<file path="src/hw/rtl/pmsc_pkg.sv">
// ----------------------------------------------------------------------------
// pmsc_pkg
// Shared types and codes for the measurement session controller.
// ----------------------------------------------------------------------------
package pmsc_pkg;

  typedef enum logic [1:0] {
    CMD_RESET    = 2'd0,
    CMD_TRIGGER  = 2'd1,
    CMD_PONG     = 2'd2,
    CMD_WATCHDOG = 2'd3
  } cmd_t;

  typedef enum logic [2:0] {
    ACT_RESET_XFORM = 3'd0,
    ACT_FLUSH_RX    = 3'd1,
    ACT_START       = 3'd2,
    ACT_PING        = 3'd3,
    ACT_END_OK      = 3'd4,
    ACT_END_FAIL    = 3'd5
  } action_t;

  localparam logic [2:0] REG_REMEASURE = 3'd0;
  localparam logic [2:0] REG_WATCHDOG  = 3'd1;
  localparam logic [2:0] REG_MAX_TO    = 3'd2;
  localparam logic [2:0] REG_READY     = 3'd3;

  localparam logic [31:0] REMEASURE_RESET = 32'd2000000;
  localparam logic [31:0] WATCHDOG_RESET  = 32'd250000;
  localparam logic [7:0]  MAX_TO_RESET    = 8'd3;
  localparam logic [7:0]  READY_RESET     = 8'd3;

  localparam int MAX_ACTS = 4;

  typedef struct packed {
    logic [1:0]             last_idx;
    action_t [MAX_ACTS-1:0] acts;
    logic [31:0]            ip;
    logic [15:0]            port;
    logic                   carries;
    logic [63:0]            ghost;
    logic [62:0]            send_time;
  } plan_t;

endpackage

</file>
<file path="src/hw/rtl/pmsc_front.sv">
// ----------------------------------------------------------------------------
// pmsc_front
// Accepts events, updates session state and builds the action plan per event.
// ----------------------------------------------------------------------------
module pmsc_front #(
  parameter int TIME_WIDTH = 64
) (
  input  logic                clk,
  input  logic                rst,
  input  logic                cfg_valid,
  input  logic [2:0]          cfg_index,
  input  logic [31:0]         cfg_data,
  input  logic                in_valid,
  output logic                in_ready,
  input  logic [1:0]          cmd,
  input  logic [62:0]         time_us,
  input  logic                peer_present,
  input  logic [31:0]         peer_ip,
  input  logic [15:0]         peer_port,
  input  logic                attempt_active,
  input  logic                pong_has_ghost,
  input  logic [63:0]         pong_ghost_us,
  input  logic [7:0]          sample_count,
  output logic                push,
  output pmsc_pkg::plan_t     plan,
  input  logic                q_ready
);
  import pmsc_pkg::*;

  localparam int TW = TIME_WIDTH;

  logic [31:0]   remeasure;
  logic [31:0]   wd_interval;
  logic [7:0]    max_to;
  logic [7:0]    ready_samp;

  logic          ref_valid, ref_valid_next;
  logic [31:0]   ref_ip, ref_ip_next;
  logic [15:0]   ref_udp, ref_udp_next;
  logic [TW-1:0] next_meas, next_meas_next;
  logic [TW-1:0] last_send, last_send_next;
  logic          have_pg, have_pg_next;
  logic [63:0]   prev_ghost, prev_ghost_next;
  logic [7:0]    tcount, tcount_next;

  logic [63:0]   now64;
  logic [TW-1:0] now;
  logic [63:0]   now_ext;
  logic [TW:0]   sum;
  logic [TW:0]   diff;
  logic [7:0]    tc_inc;
  logic          moved;
  logic          due;
  logic [2:0]    n;
  logic          take;

  assign in_ready = q_ready;
  assign take     = in_valid && in_ready;
  assign now64    = {1'b0, time_us};
  assign now      = now64[TW-1:0];
  assign now_ext  = 64'(now);
  assign sum      = {1'b0, now} + (TW+1)'(remeasure);
  assign diff     = {1'b0, now} - {1'b0, last_send};
  assign tc_inc   = (tcount == 8'hFF) ? tcount : tcount + 8'd1;
  assign moved    = ref_valid && (peer_ip != ref_ip || peer_port != ref_udp);
  assign due      = now >= next_meas;

  always_comb begin
    ref_valid_next  = ref_valid;
    ref_ip_next     = ref_ip;
    ref_udp_next    = ref_udp;
    next_meas_next  = next_meas;
    last_send_next  = last_send;
    have_pg_next    = have_pg;
    prev_ghost_next = prev_ghost;
    tcount_next     = tcount;
    n               = 3'd0;
    plan.acts       = '0;
    plan.ip         = ref_ip;
    plan.port       = ref_udp;
    plan.carries    = 1'b0;
    plan.ghost      = '0;
    plan.send_time  = now_ext[62:0];
    case (cmd)
      CMD_RESET: begin
        plan.acts[0]   = ACT_RESET_XFORM;
        n              = 3'd1;
        ref_valid_next = 1'b0;
        next_meas_next = '0;
      end
      CMD_TRIGGER: begin
        if (!peer_present) begin
          if (ref_valid) begin
            plan.acts[0]   = ACT_RESET_XFORM;
            n              = 3'd1;
            ref_valid_next = 1'b0;
            next_meas_next = '0;
          end
        end else if ((!ref_valid || moved || due) && !attempt_active) begin
          if (moved) begin
            plan.acts[n[1:0]] = ACT_RESET_XFORM;
            n = n + 3'd1;
          end
          plan.acts[n[1:0]] = ACT_FLUSH_RX;
          n = n + 3'd1;
          plan.acts[n[1:0]] = ACT_START;
          n = n + 3'd1;
          plan.acts[n[1:0]] = ACT_PING;
          n = n + 3'd1;
          plan.ip         = peer_ip;
          plan.port       = peer_port;
          ref_ip_next     = peer_ip;
          ref_udp_next    = peer_port;
          ref_valid_next  = 1'b1;
          have_pg_next    = 1'b0;
          prev_ghost_next = '0;
          tcount_next     = '0;
          next_meas_next  = sum[TW] ? '1 : sum[TW-1:0];
          last_send_next  = now;
        end
      end
      CMD_PONG: begin
        tcount_next = '0;
        n           = 3'd1;
        if (sample_count >= ready_samp) begin
          plan.acts[0] = ACT_END_OK;
        end else begin
          plan.acts[0]    = ACT_PING;
          plan.carries    = pong_has_ghost;
          plan.ghost      = pong_ghost_us;
          have_pg_next    = pong_has_ghost;
          prev_ghost_next = pong_ghost_us;
          last_send_next  = now;
        end
      end
      default: begin
        if (!diff[TW] && diff[TW-1:0] >= TW'(wd_interval)) begin
          tcount_next = tc_inc;
          n           = 3'd1;
          if (tc_inc >= max_to) begin
            plan.acts[0] = ACT_END_FAIL;
          end else begin
            plan.acts[0]   = ACT_PING;
            plan.carries   = have_pg;
            plan.ghost     = prev_ghost;
            last_send_next = now;
          end
        end
      end
    endcase
    plan.last_idx = 2'(n - 3'd1);
  end

  assign push = take && (n != 3'd0);

  always_ff @(posedge clk) begin
    if (rst) begin
      remeasure   <= REMEASURE_RESET;
      wd_interval <= WATCHDOG_RESET;
      max_to      <= MAX_TO_RESET;
      ready_samp  <= READY_RESET;
    end else if (cfg_valid) begin
      case (cfg_index)
        REG_REMEASURE: remeasure   <= cfg_data;
        REG_WATCHDOG:  wd_interval <= cfg_data;
        REG_MAX_TO:    max_to      <= cfg_data[7:0];
        REG_READY:     ready_samp  <= cfg_data[7:0];
        default: ;
      endcase
    end
  end

  always_ff @(posedge clk) begin
    if (rst) begin
      ref_valid  <= 1'b0;
      ref_ip     <= '0;
      ref_udp    <= '0;
      next_meas  <= '0;
      last_send  <= '0;
      have_pg    <= 1'b0;
      prev_ghost <= '0;
      tcount     <= '0;
    end else if (take) begin
      ref_valid  <= ref_valid_next;
      ref_ip     <= ref_ip_next;
      ref_udp    <= ref_udp_next;
      next_meas  <= next_meas_next;
      last_send  <= last_send_next;
      have_pg    <= have_pg_next;
      prev_ghost <= prev_ghost_next;
      tcount     <= tcount_next;
    end
  end

endmodule

</file>
<file path="src/hw/rtl/pmsc_queue.sv">
// ----------------------------------------------------------------------------
// pmsc_queue
// Two-entry plan queue between the event front end and the action sequencer.
// ----------------------------------------------------------------------------
module pmsc_queue (
  input  logic             clk,
  input  logic             rst,
  input  logic             push,
  input  pmsc_pkg::plan_t  push_plan,
  output logic             q_ready,
  input  logic             pop,
  output logic             q_valid,
  output pmsc_pkg::plan_t  q_plan
);
  import pmsc_pkg::*;

  plan_t      mem [2];
  logic [1:0] count;
  logic       wptr;
  logic       rptr;

  assign q_ready = count != 2'd2;
  assign q_valid = count != 2'd0;
  assign q_plan  = mem[rptr];

  always_ff @(posedge clk) begin
    if (push) begin
      mem[wptr] <= push_plan;
    end
  end

  always_ff @(posedge clk) begin
    if (rst) begin
      count <= '0;
      wptr  <= 1'b0;
      rptr  <= 1'b0;
    end else begin
      if (push) begin
        wptr <= ~wptr;
      end
      if (pop) begin
        rptr <= ~rptr;
      end
      if (push && !pop) begin
        count <= count + 2'd1;
      end else if (pop && !push) begin
        count <= count - 2'd1;
      end
    end
  end

endmodule

</file>
<file path="src/hw/rtl/pmsc_back.sv">
// ----------------------------------------------------------------------------
// pmsc_back
// Action sequencer: plays out one queued plan, one action per transaction.
// ----------------------------------------------------------------------------
module pmsc_back (
  input  logic             clk,
  input  logic             rst,
  input  logic             q_valid,
  input  pmsc_pkg::plan_t  q_plan,
  output logic             pop,
  output logic             out_valid,
  input  logic             out_ready,
  output logic [2:0]       action,
  output logic [31:0]      dest_ip,
  output logic [15:0]      dest_port,
  output logic             carries_prev_ghost,
  output logic [63:0]      prev_ghost_time,
  output logic [62:0]      send_time,
  output logic             last
);
  import pmsc_pkg::*;

  plan_t      cur;
  logic       busy;
  logic [1:0] idx;
  logic       take;
  logic       fin;
  action_t    act;
  logic       is_ping;

  assign act     = cur.acts[idx];
  assign is_ping = act == ACT_PING;
  assign take    = out_valid && out_ready;
  assign fin     = take && last;
  assign pop     = q_valid && (!busy || fin);

  assign out_valid          = busy;
  assign action             = act;
  assign last               = idx == cur.last_idx;
  assign dest_ip            = is_ping ? cur.ip : '0;
  assign dest_port          = is_ping ? cur.port : '0;
  assign carries_prev_ghost = is_ping && cur.carries;
  assign prev_ghost_time    = is_ping ? cur.ghost : '0;
  assign send_time          = is_ping ? cur.send_time : '0;

  always_ff @(posedge clk) begin
    if (pop) begin
      cur <= q_plan;
    end
  end

  always_ff @(posedge clk) begin
    if (rst) begin
      busy <= 1'b0;
      idx  <= '0;
    end else if (pop) begin
      busy <= 1'b1;
      idx  <= '0;
    end else if (fin) begin
      busy <= 1'b0;
    end else if (take) begin
      idx <= idx + 2'd1;
    end
  end

endmodule

</file>
<file path="src/hw/rtl/peer_measurement_session_control_unit.sv">
// ----------------------------------------------------------------------------
// peer_measurement_session_control_unit
// Ping/pong measurement session controller for one reference peer.
// ----------------------------------------------------------------------------
// Each accepted event is classified and applied to the session state in the
// cycle it is accepted, and its action list (one to four actions) goes into a
// two-entry queue. The sequencer emits one action per output transaction, so
// an event occupies the output for as many transactions as it has actions,
// one to four; events that cause no action are accepted and emit nothing.
// Input accepts back to back while the queue has room. Configuration writes
// are taken every cycle and should only be issued while the unit is idle.
module peer_measurement_session_control_unit #(
  parameter int TIME_WIDTH = 64
) (
  input  logic         clk,
  input  logic         rst,
  input  logic         cfg_valid,
  output logic         cfg_ready,
  input  logic [2:0]   cfg_index,
  input  logic [31:0]  cfg_data,
  input  logic         in_valid,
  output logic         in_ready,
  input  logic [1:0]   cmd,
  input  logic [62:0]  time_us,
  input  logic         peer_present,
  input  logic [31:0]  peer_ip,
  input  logic [15:0]  peer_port,
  input  logic         attempt_active,
  input  logic         pong_has_ghost,
  input  logic signed [63:0] pong_ghost_us,
  input  logic [7:0]   sample_count,
  output logic         out_valid,
  input  logic         out_ready,
  output logic [2:0]   action,
  output logic [31:0]  dest_ip,
  output logic [15:0]  dest_port,
  output logic         carries_prev_ghost,
  output logic signed [63:0] prev_ghost_time,
  output logic [62:0]  send_time,
  output logic         last
);
  import pmsc_pkg::*;

  logic  push;
  logic  pop;
  logic  q_ready;
  logic  q_valid;
  plan_t push_plan;
  plan_t q_plan;

  assign cfg_ready = 1'b1;

  pmsc_front #(
    .TIME_WIDTH(TIME_WIDTH)
  ) u_front (
    .clk            (clk),
    .rst            (rst),
    .cfg_valid      (cfg_valid),
    .cfg_index      (cfg_index),
    .cfg_data       (cfg_data),
    .in_valid       (in_valid),
    .in_ready       (in_ready),
    .cmd            (cmd),
    .time_us        (time_us),
    .peer_present   (peer_present),
    .peer_ip        (peer_ip),
    .peer_port      (peer_port),
    .attempt_active (attempt_active),
    .pong_has_ghost (pong_has_ghost),
    .pong_ghost_us  (pong_ghost_us),
    .sample_count   (sample_count),
    .push           (push),
    .plan           (push_plan),
    .q_ready        (q_ready)
  );

  pmsc_queue u_queue (
    .clk       (clk),
    .rst       (rst),
    .push      (push),
    .push_plan (push_plan),
    .q_ready   (q_ready),
    .pop       (pop),
    .q_valid   (q_valid),
    .q_plan    (q_plan)
  );

  pmsc_back u_back (
    .clk                (clk),
    .rst                (rst),
    .q_valid            (q_valid),
    .q_plan             (q_plan),
    .pop                (pop),
    .out_valid          (out_valid),
    .out_ready          (out_ready),
    .action             (action),
    .dest_ip            (dest_ip),
    .dest_port          (dest_port),
    .carries_prev_ghost (carries_prev_ghost),
    .prev_ghost_time    (prev_ghost_time),
    .send_time          (send_time),
    .last               (last)
  );

  a_reset_emits: assert property (@(posedge clk) disable iff (rst)
    in_valid && in_ready && cmd == CMD_RESET |-> push)
    else $error("epoch reset produced no action");

  a_nonping_zero: assert property (@(posedge clk) disable iff (rst)
    out_valid && action != ACT_PING |->
      dest_ip == '0 && dest_port == '0 && !carries_prev_ghost && send_time == '0)
    else $error("non-ping action carries payload");

  a_start_not_last: assert property (@(posedge clk) disable iff (rst)
    out_valid && action == ACT_START |-> !last)
    else $error("start attempt without following ping");

  a_reset_idle: assert property (@(posedge clk)
    rst |=> !out_valid)
    else $error("output valid after reset");

endmodule
</file>
<file path="config.mk">
export PLATFORM = sky130hd
export DESIGN_NAME = peer_measurement_session_control_unit
export DESIGN_NICKNAME = d
export VERILOG_FILES = /design/src/hw/rtl/pmsc_pkg.sv /design/src/hw/rtl/pmsc_front.sv /design/src/hw/rtl/pmsc_queue.sv /design/src/hw/rtl/pmsc_back.sv /design/src/hw/rtl/peer_measurement_session_control_unit.sv
export SDC_FILE = /design/constraint.sdc
export NUM_CORES = 2
export LEC_CHECK = 0
export BUFFER_PORTS_ARGS = -buffer_cell sky130_fd_sc_hd__buf_4
export CAP_MARGIN = 10
export CORE_AREA = 2 2 382 384
export CTS_BUF_LIST = sky130_fd_sc_hd__clkbuf_16
export DETAILED_ROUTE_END_ITERATION = 8
export DIE_AREA = 0 0 384 386
export PLACE_DENSITY = 0.49
export SLEW_MARGIN = 20
export SYNTH_ARGS = -nofsm -noshare
export SYNTH_HDL_FRONTEND = slang
export SYNTH_SLANG_ARGS = --single-unit
</file>
<file path="constraint.sdc">
create_clock -name clk -period 30.6 [get_ports clk]
set_input_delay 3.06 -clock clk [delete_from_list [all_inputs] [get_ports clk]]
set_output_delay 3.06 -clock clk [all_outputs]
set_load 0.02 [all_outputs]
</file>
== Yosys cells after proc, flatten, opt, wreduce, memory -nomap -nowiden ==
Memories as Yosys holds them, arrays and structs flattened. A register that Yosys moved wholly into a read port is not among the register bits.
Index checks and enable logic that the tools add are counted.

* Bits in writable memories: 380
* Word-level logic and storage cells: 187
* Memories kept: 1
* Bits in registers: 337
* Input port bits: 228

{| class="wikitable"
|+ Memories
! name !! depth !! width !! rd ports !! clocked after Yosys merged registers in !! write ports !! line !! text
|-
| u_queue.mem || 2 || 190 || 1 || 1 || 1 || pmsc_queue.sv:17 || <nowiki>plan_t mem [2];</nowiki>
|}

* Bitwise gates (word level): 13
* $add $sub $neg: 10
* Multiplexer cells: 71
* Reductions and logical operators: 47
* Eq/ne operators: 17
* Magnitude comparators: 11

{| class="wikitable"
|+ Operator list
! cell !! number
|-
| 64-bit 2-to-1 mux || 13
|-
| 64-bit one-hot mux with 2 select lines || 2
|-
| 65-bit 2-to-1 mux || 3
|-
| 64-bit one-hot mux with 3 select lines || 1
|-
| 65-bit one-hot mux with 2 select lines || 1
|-
| 48-bit 2-to-1 mux || 2
|-
| 63-bit by 64-bit subtractor with 65-bit output || 1
|-
| 63-bit by 32-bit adder with 64-bit output || 1
|-
| 63-bit by 64-bit >= comparator with 1-bit output || 1
|-
| 64-bit by 32-bit >= comparator with 1-bit output || 1
|-
| 63-bit 2-to-1 mux || 1
|-
| 60-bit 2-to-1 mux || 1
|-
| 3-bit 2-to-1 mux || 16
|-
| 32-bit 2-to-1 mux || 1
|-
| 8-bit 2-to-1 mux || 4
|-
| 32-bit inequality test || 1
|-
| 8-bit one-hot mux with 3 select lines || 1
|-
| 3-bit demux with 2-bit select || 3
|-
| 9-bit 2-to-1 mux || 2
|-
| 8-bit >= comparator || 2
|-
| 16-bit 2-to-1 mux || 1
|-
| 16-bit inequality test || 1
|-
| 8-bit NOT || 2
|-
| 1-bit logical AND || 14
|-
| other kinds (42) || 93
|}

== Logic depth before layout (Yosys ltp) ==
* Depth in word-level cells: 21
* Mapped depth: 37
* Gate-level depth less buffers: 37

== Cells and area by module ==
A second synthesis with hierarchy kept.

* Cells, all modules: 4046
* Area total of the unflattened synthesis: 45303.4 um^2

{| class="wikitable"
|+ By module, submodules not included
! module !! cells an instance !! instances !! area each (um^2)
|-
| pmsc_front || 3017 || 1 || 23785.3
|-
| pmsc_queue || 613 || 1 || 14313.7
|-
| pmsc_back || 414 || 1 || 7193.1
|-
| peer_measurement_session_control_unit || 2 || 1 || 11.3
|}

== Worst setup path after synthesis ==
No wires, ideal clock.

* Kind: input to register
* Start: input port time_us[0]
* End: memory u_queue.mem[0][0] in the netlist's numbering, enable pin
* Arrival time: 15242 ps
* Setup slack: 14626 ps
* Data required time: 29868 ps
* Cell stages on the path: 30
* Library setup time: 732 ps
* Cells stage by stage: inv_1 ha_1 fa_1 nand2b_1 a21oi_1 a21oi_1 o21ai_1 a21oi_1 nor2_1 nor2_1 o21bai_1 a21o_1 a21oi_1 xnor2_1 ha_1 nand4_1 a2111o_1 o2111ai_1 or3b_1 nor4_1 nand4_1 nor4_2 a31oi_1 o211ai_1 nand2_1 o21ai_0 ha_1 o21ai_0 nand3_1 nor2_1

* Longest elaborated chain between the ends: 10
* Elaborated cells between the ends (all ways): 15
* Classes of those cells: 1 x add/sub; 2 x order compare; 6 x mux; 6 x reduce/logical

{| class="wikitable"
|+ RTL lines
! item !! line !! text
|-
| start: declaration || peer_measurement_session_control_unit.sv:24 || <nowiki>input logic [62:0] time_us,</nowiki>
|-
| parallel branches: the longest is 5 deep, another holds 63-bit by 64-bit subtractor with 65-bit output || -- ||
|-
| 3-bit one-hot mux with 2 select lines * || pmsc_front.sv:84 || <nowiki>case (cmd)</nowiki>
|-
| 3-bit nonzero test * || pmsc_front.sv:154 || <nowiki>assign push = take && (n != 3'd0);</nowiki>
|-
| 1-bit logical AND * || pmsc_front.sv:154 ||
|-
| 1-bit 2-to-1 mux * || pmsc_queue.sv:27 || <nowiki>if (push) begin</nowiki>
|-
| 1-bit 2-to-1 mux (implied by the code) * || pmsc_queue.sv:28 || <nowiki>mem[wptr] <= push_plan;</nowiki>
|-
| end: declaration || pmsc_queue.sv:17 ||
|}

Mark *: on every way between the ends.

== Final worst setup path ==
* Start: input port time_us[0]
* End: register u_queue.count[1]

* Longest elaborated chain between the ends: 11
* Elaborated cells between the ends (all ways): 18
* Classes of those cells: 1 x add/sub; 2 x order compare; 5 x mux; 10 x reduce/logical

{| class="wikitable"
|+ RTL lines
! item !! line !! text
|-
| parallel branches: the longest is 5 deep, another holds 63-bit by 64-bit subtractor with 65-bit output || -- ||
|-
| 3-bit one-hot mux with 2 select lines * || pmsc_front.sv:84 ||
|-
| 3-bit nonzero test * || pmsc_front.sv:154 ||
|-
| 1-bit logical AND * || pmsc_front.sv:154 ||
|-
| named net push || peer_measurement_session_control_unit.sv:44 || <nowiki>logic push;</nowiki>
|-
| 1-bit logical NOT || pmsc_queue.sv:46 || <nowiki>end else if (pop && !push) begin</nowiki>
|-
| 1-bit logical AND || pmsc_queue.sv:46 ||
|-
| 2-bit nonzero test (no line) || -- ||
|-
| end signal: assignment || pmsc_queue.sv:45 || <nowiki>count <= count + 2'd1;</nowiki>
|-
| end signal: assignment || pmsc_queue.sv:47 || <nowiki>count <= count - 2'd1;</nowiki>
|-
| end: declaration || pmsc_queue.sv:18 || <nowiki>logic [1:0] count;</nowiki>
|}

Mark *: on every way through the listed nets, which the timed path passes.
A chain may end at the register's enable or synchronous reset.

==> results by group <==
Cells and area
  – Final non-filler cell total: about 6300
  – Fraction of layout cells with a size suffix above 1: 18.5%
  – Final Instance Area: 51300 um^2
  – Register area: 23300 um^2
  – Layout Nets: approximately 4800
  – Fillcell total: around 15000
  – Multi-input logic area: 18100 um^2
  – Area grow syn2layout: 19.3%

Synth
  – Mapped Nets: between 4000 and 5000
  – Syn Inst Count: 3964
  – Post-synth EDFFs: 552
  – Seq/Total Area, Yosys: between 50% and 60%
  – Mapped Avg Cell Area: 10.9 um^2
  – Largest cells by area after synthesis: edfxtp_1, dfxtp_1, ha_1, mux2_2, nand2_1
  – Post-synth top area share: between 30 and 40%
  – Area leader, netlist: edfxtp_1
  – Netlist cell types: 86
  – Synthesized flop and latch total: 888
  – FFs w/ async S/R, synth: 0%
  – Mapped Area: roughly 43000 um^2
  – Ys Warns: 0
  – Primary FF master, synth: edfxtp_1

STA
  – Fmax: 98.1 MHz
  – Fin crit period: 10.20 ns
  – Final worst-path cycle share: 33.3%
  – Max Slew Vio Count: 0
  – Sum Neg Setup Slack: 0 ns
  – Slew HR: 27.3%
  – Worst slew pin tran: 1.08 ns
  – Hold Vio Cnt, Final: 0
  – RSZ-0062 raised after global routing: false
  – Worst Hold Slack: between 0.4 and 0.5 ns
  – Setup-failing EPs final: 0
  – Setup Skew: about 0.038 ns

Global route
  – GRT Overall Usage: 17.3%
  – Initial antenna violation count: 33
  – First-pass GRT wire length: 193 mm
  – Grt ovf: 0
  – Largest net degree at the start of global routing: 135
  – Vias in the first global route: around 30000

Worst setup path
  – WS Path Type: primary input to flop
  – Slowest stage delay, CP: ~0.50 ns
  – Crit-path max FO: 6
  – Most used cell, CP: a21oi_1
  – Reg2Reg Depth: 35
  – CP Launch Type: primary input
  – Slowest CP cell: o21ai_1
  – Worst Path Arrival: 10.86 ns
  – Critical Path Sink Type: flop
  – Worst path required time: 31.26 ns

Outcome
  – Outcome: complete, no violations

Placement
  – IO buf count: just over 400
  – DP HPWL: 88.6 mm
  – Placer Congestion: 0.856
  – Cell count after placement: a little over 6000
  – Placed Area: between 40000 and 50000 um^2

Floorplanning
  – Initial core utilization: slightly below 30%
  – Die ar.: 148000 um^2
  – Die Span X: roughly 380 um
  – Core Region: 145000 um^2
  – Die Y: 386 um
  – IO Pins: around 400
  – # rows: 140

Drt
  – First-pass detailed-route iteration total: 7
  – Routed wire length: 130 mm
  – Routed Antenna Nets: 0
  – Drt via density: 4.82
  – Vias after detailed routing: 30500
  – WL per Instance: 20.6 um
  – DRT iter0 DRCs: 1645
  – DRC violations left: 0

Clock tree
  – Clock Latency Late Sink: 0.74 ns
  – CTS H-tree depth: 3
  – Setup bufs post-CTS: 0
  – Clock Tree Root: clkbuf_16
  – Post-CTS resize count: 0
  – TritonCTS clock tree: built
  – Number of CTS-inserted buffers: 102
  – CTS clk-pin slew, worst paths: ~0.06 ns
  – CTS Hold Bufs: 0
  – CTS sink cnt: approximately 890
  – Buffers from clock root to sink, at most: 3

Power
  – Switching portion of total power: 30.9%
  – Clock share of power: 32.8%
  – PwrDens: 70.6 nW/um^2
  – Internal power: 0.00250 W
  – Flop pwr share: between 40% and 50%
  – Sw Pwr: 0.00112 W
  – IR drop worst, VDD: 0.0479 mV
  – Leakage: 19.4 nW
  – Combinational share of power: 24.2%
  – Final Power: about 0.0036 W

Worst hold path
  – Hold depth: 2
  – HP Class: flop to flop

Flow run
  – Max Cap Violations: 0
[power by group through the flow]
stage               logic [W]  registers, W  clock network (W)
floorplan            0.000568       0.00160                  0
global placement     0.000890       0.00158                  0
detailed placement   0.000896       0.00159                  0
CTS                  0.000900       0.00156            0.00123
global route         0.000963       0.00158            0.00128
finish               0.000876       0.00156            0.00119
[cell type report]
class	count	area share, %
Inverter	215	1.57
Antenna cell	9	0.0439
Clock buffer	103	5.02
Clock inverter	89	1.32
Timing Repair Buffer	443	6.61
Tap cell	1917	4.67
Sequential cell	888	45.4
Multi-Input combinational cell	2661	35.3
[flip-flops by register name (all words and copies together) (netlist names), 2 cells and up]
signal and count:
u_back.cur 184, u_back.idx 2, u_front.last_send 63, u_front.max_to 8, u_front.next_meas 64, u_front.prev_ghost 64
u_front.ready_samp 8, u_front.ref_ip 32, u_front.ref_udp 16, u_front.remeasure 32, u_front.tcount 8, u_front.wd_interval 32
u_queue.count 2, u_queue.mem 368
[cell families after synthesis]
logic type	count (synthesis)	share of synthesized area [%]
AO/OA/AOI/OAI	723	11.0
XOR/XNOR	165	3.36
adder cells (fa/ha/maj)	216	6.32
buffers and inverters	415	3.94
flip-flops	888	54.2
multiplexers	303	7.62
other	1	0.00872
AND/OR/NAND/NOR	1253	13.6
[worst max-delay path: cells and delay by family]
family / cells / cell delay, ns
adders and majority gates: 5 / 1.43
buffers and inverters: 3 / 0.26
AOI/OAI and AO/OA: 15 / 3.32
xor gates and xnor gates: 1 / 0.15
and+or+nand+nor: 13 / 2.59
[routing by layer]
layer / up-vias / wire (um) / track usage [%]
met5: - / 127 / 0
met4: 18 / 2710 / 4.77
met3: 161 / 7200 / 3.10
met2: 594 / 61800 / 28.9
met1: 14900 / 58400 / 22.7
li1: 14800 / - / -
[cells in the mapped netlist (115+ instances only)]
library cell / number
xnor2_1: 117
mux2i_1: 115
nand3_1: 121
nand2_1: 488
edfxtp_1: 552
ha_1: 214
inv_1: 214
dfxtp_1: 336
clkbuf_1: 161
mux2_2: 186
a21oi_1: 297
nor2_1: 236
and2_1: 188
[cell usage in the layout (no fill, tap or decap), types with 18 or more instances in the layout]
cell type    n
nand3_1    121
o211ai_1    18
a31oi_1     18
a21oi_1    296
nand2b_1    27
o21a_1      23
mux2_2     186
clkinv_1    31
o21ai_0     74
buf_4      438
xnor2_1    117
edfxtp_1   552
nor2b_1     22
and3_1      20
clkbuf_16  103
dfxtp_1    335
o21bai_1    20
a22o_1     106
nand2_1    487
xor2_1      48
a21o_1      56
nor3_1      44
mux2i_1    115
nand4_1     60
ha_1       213
nor2_1     227
inv_1      237
and2_1     188
[stage by stage]
step / worst slack [ns] / util, %
detailed placement: 19.66 / 33.2
floorplan: 14.63 / -
finish: 20.40 / 35.5
global route: 19.73 / 35.5
CTS: 20.46 / 35.5
global placement: 19.85 / 33.2
[worst paths after layout]
kind / startpoint / end / slack [ns]
worst max-delay path: time_us[0] / u_queue.count[1] / 20.40
worst min-delay path: u_front.prev_ghost[30] / u_front.prev_ghost[30] / 0.45
worst max register to register: u_front.last_send[0] / u_queue.count[1] / 22.62
worst min register to register: u_front.prev_ghost[30] / u_front.prev_ghost[30] / 0.45
Power figures use the tool's default switching activity.
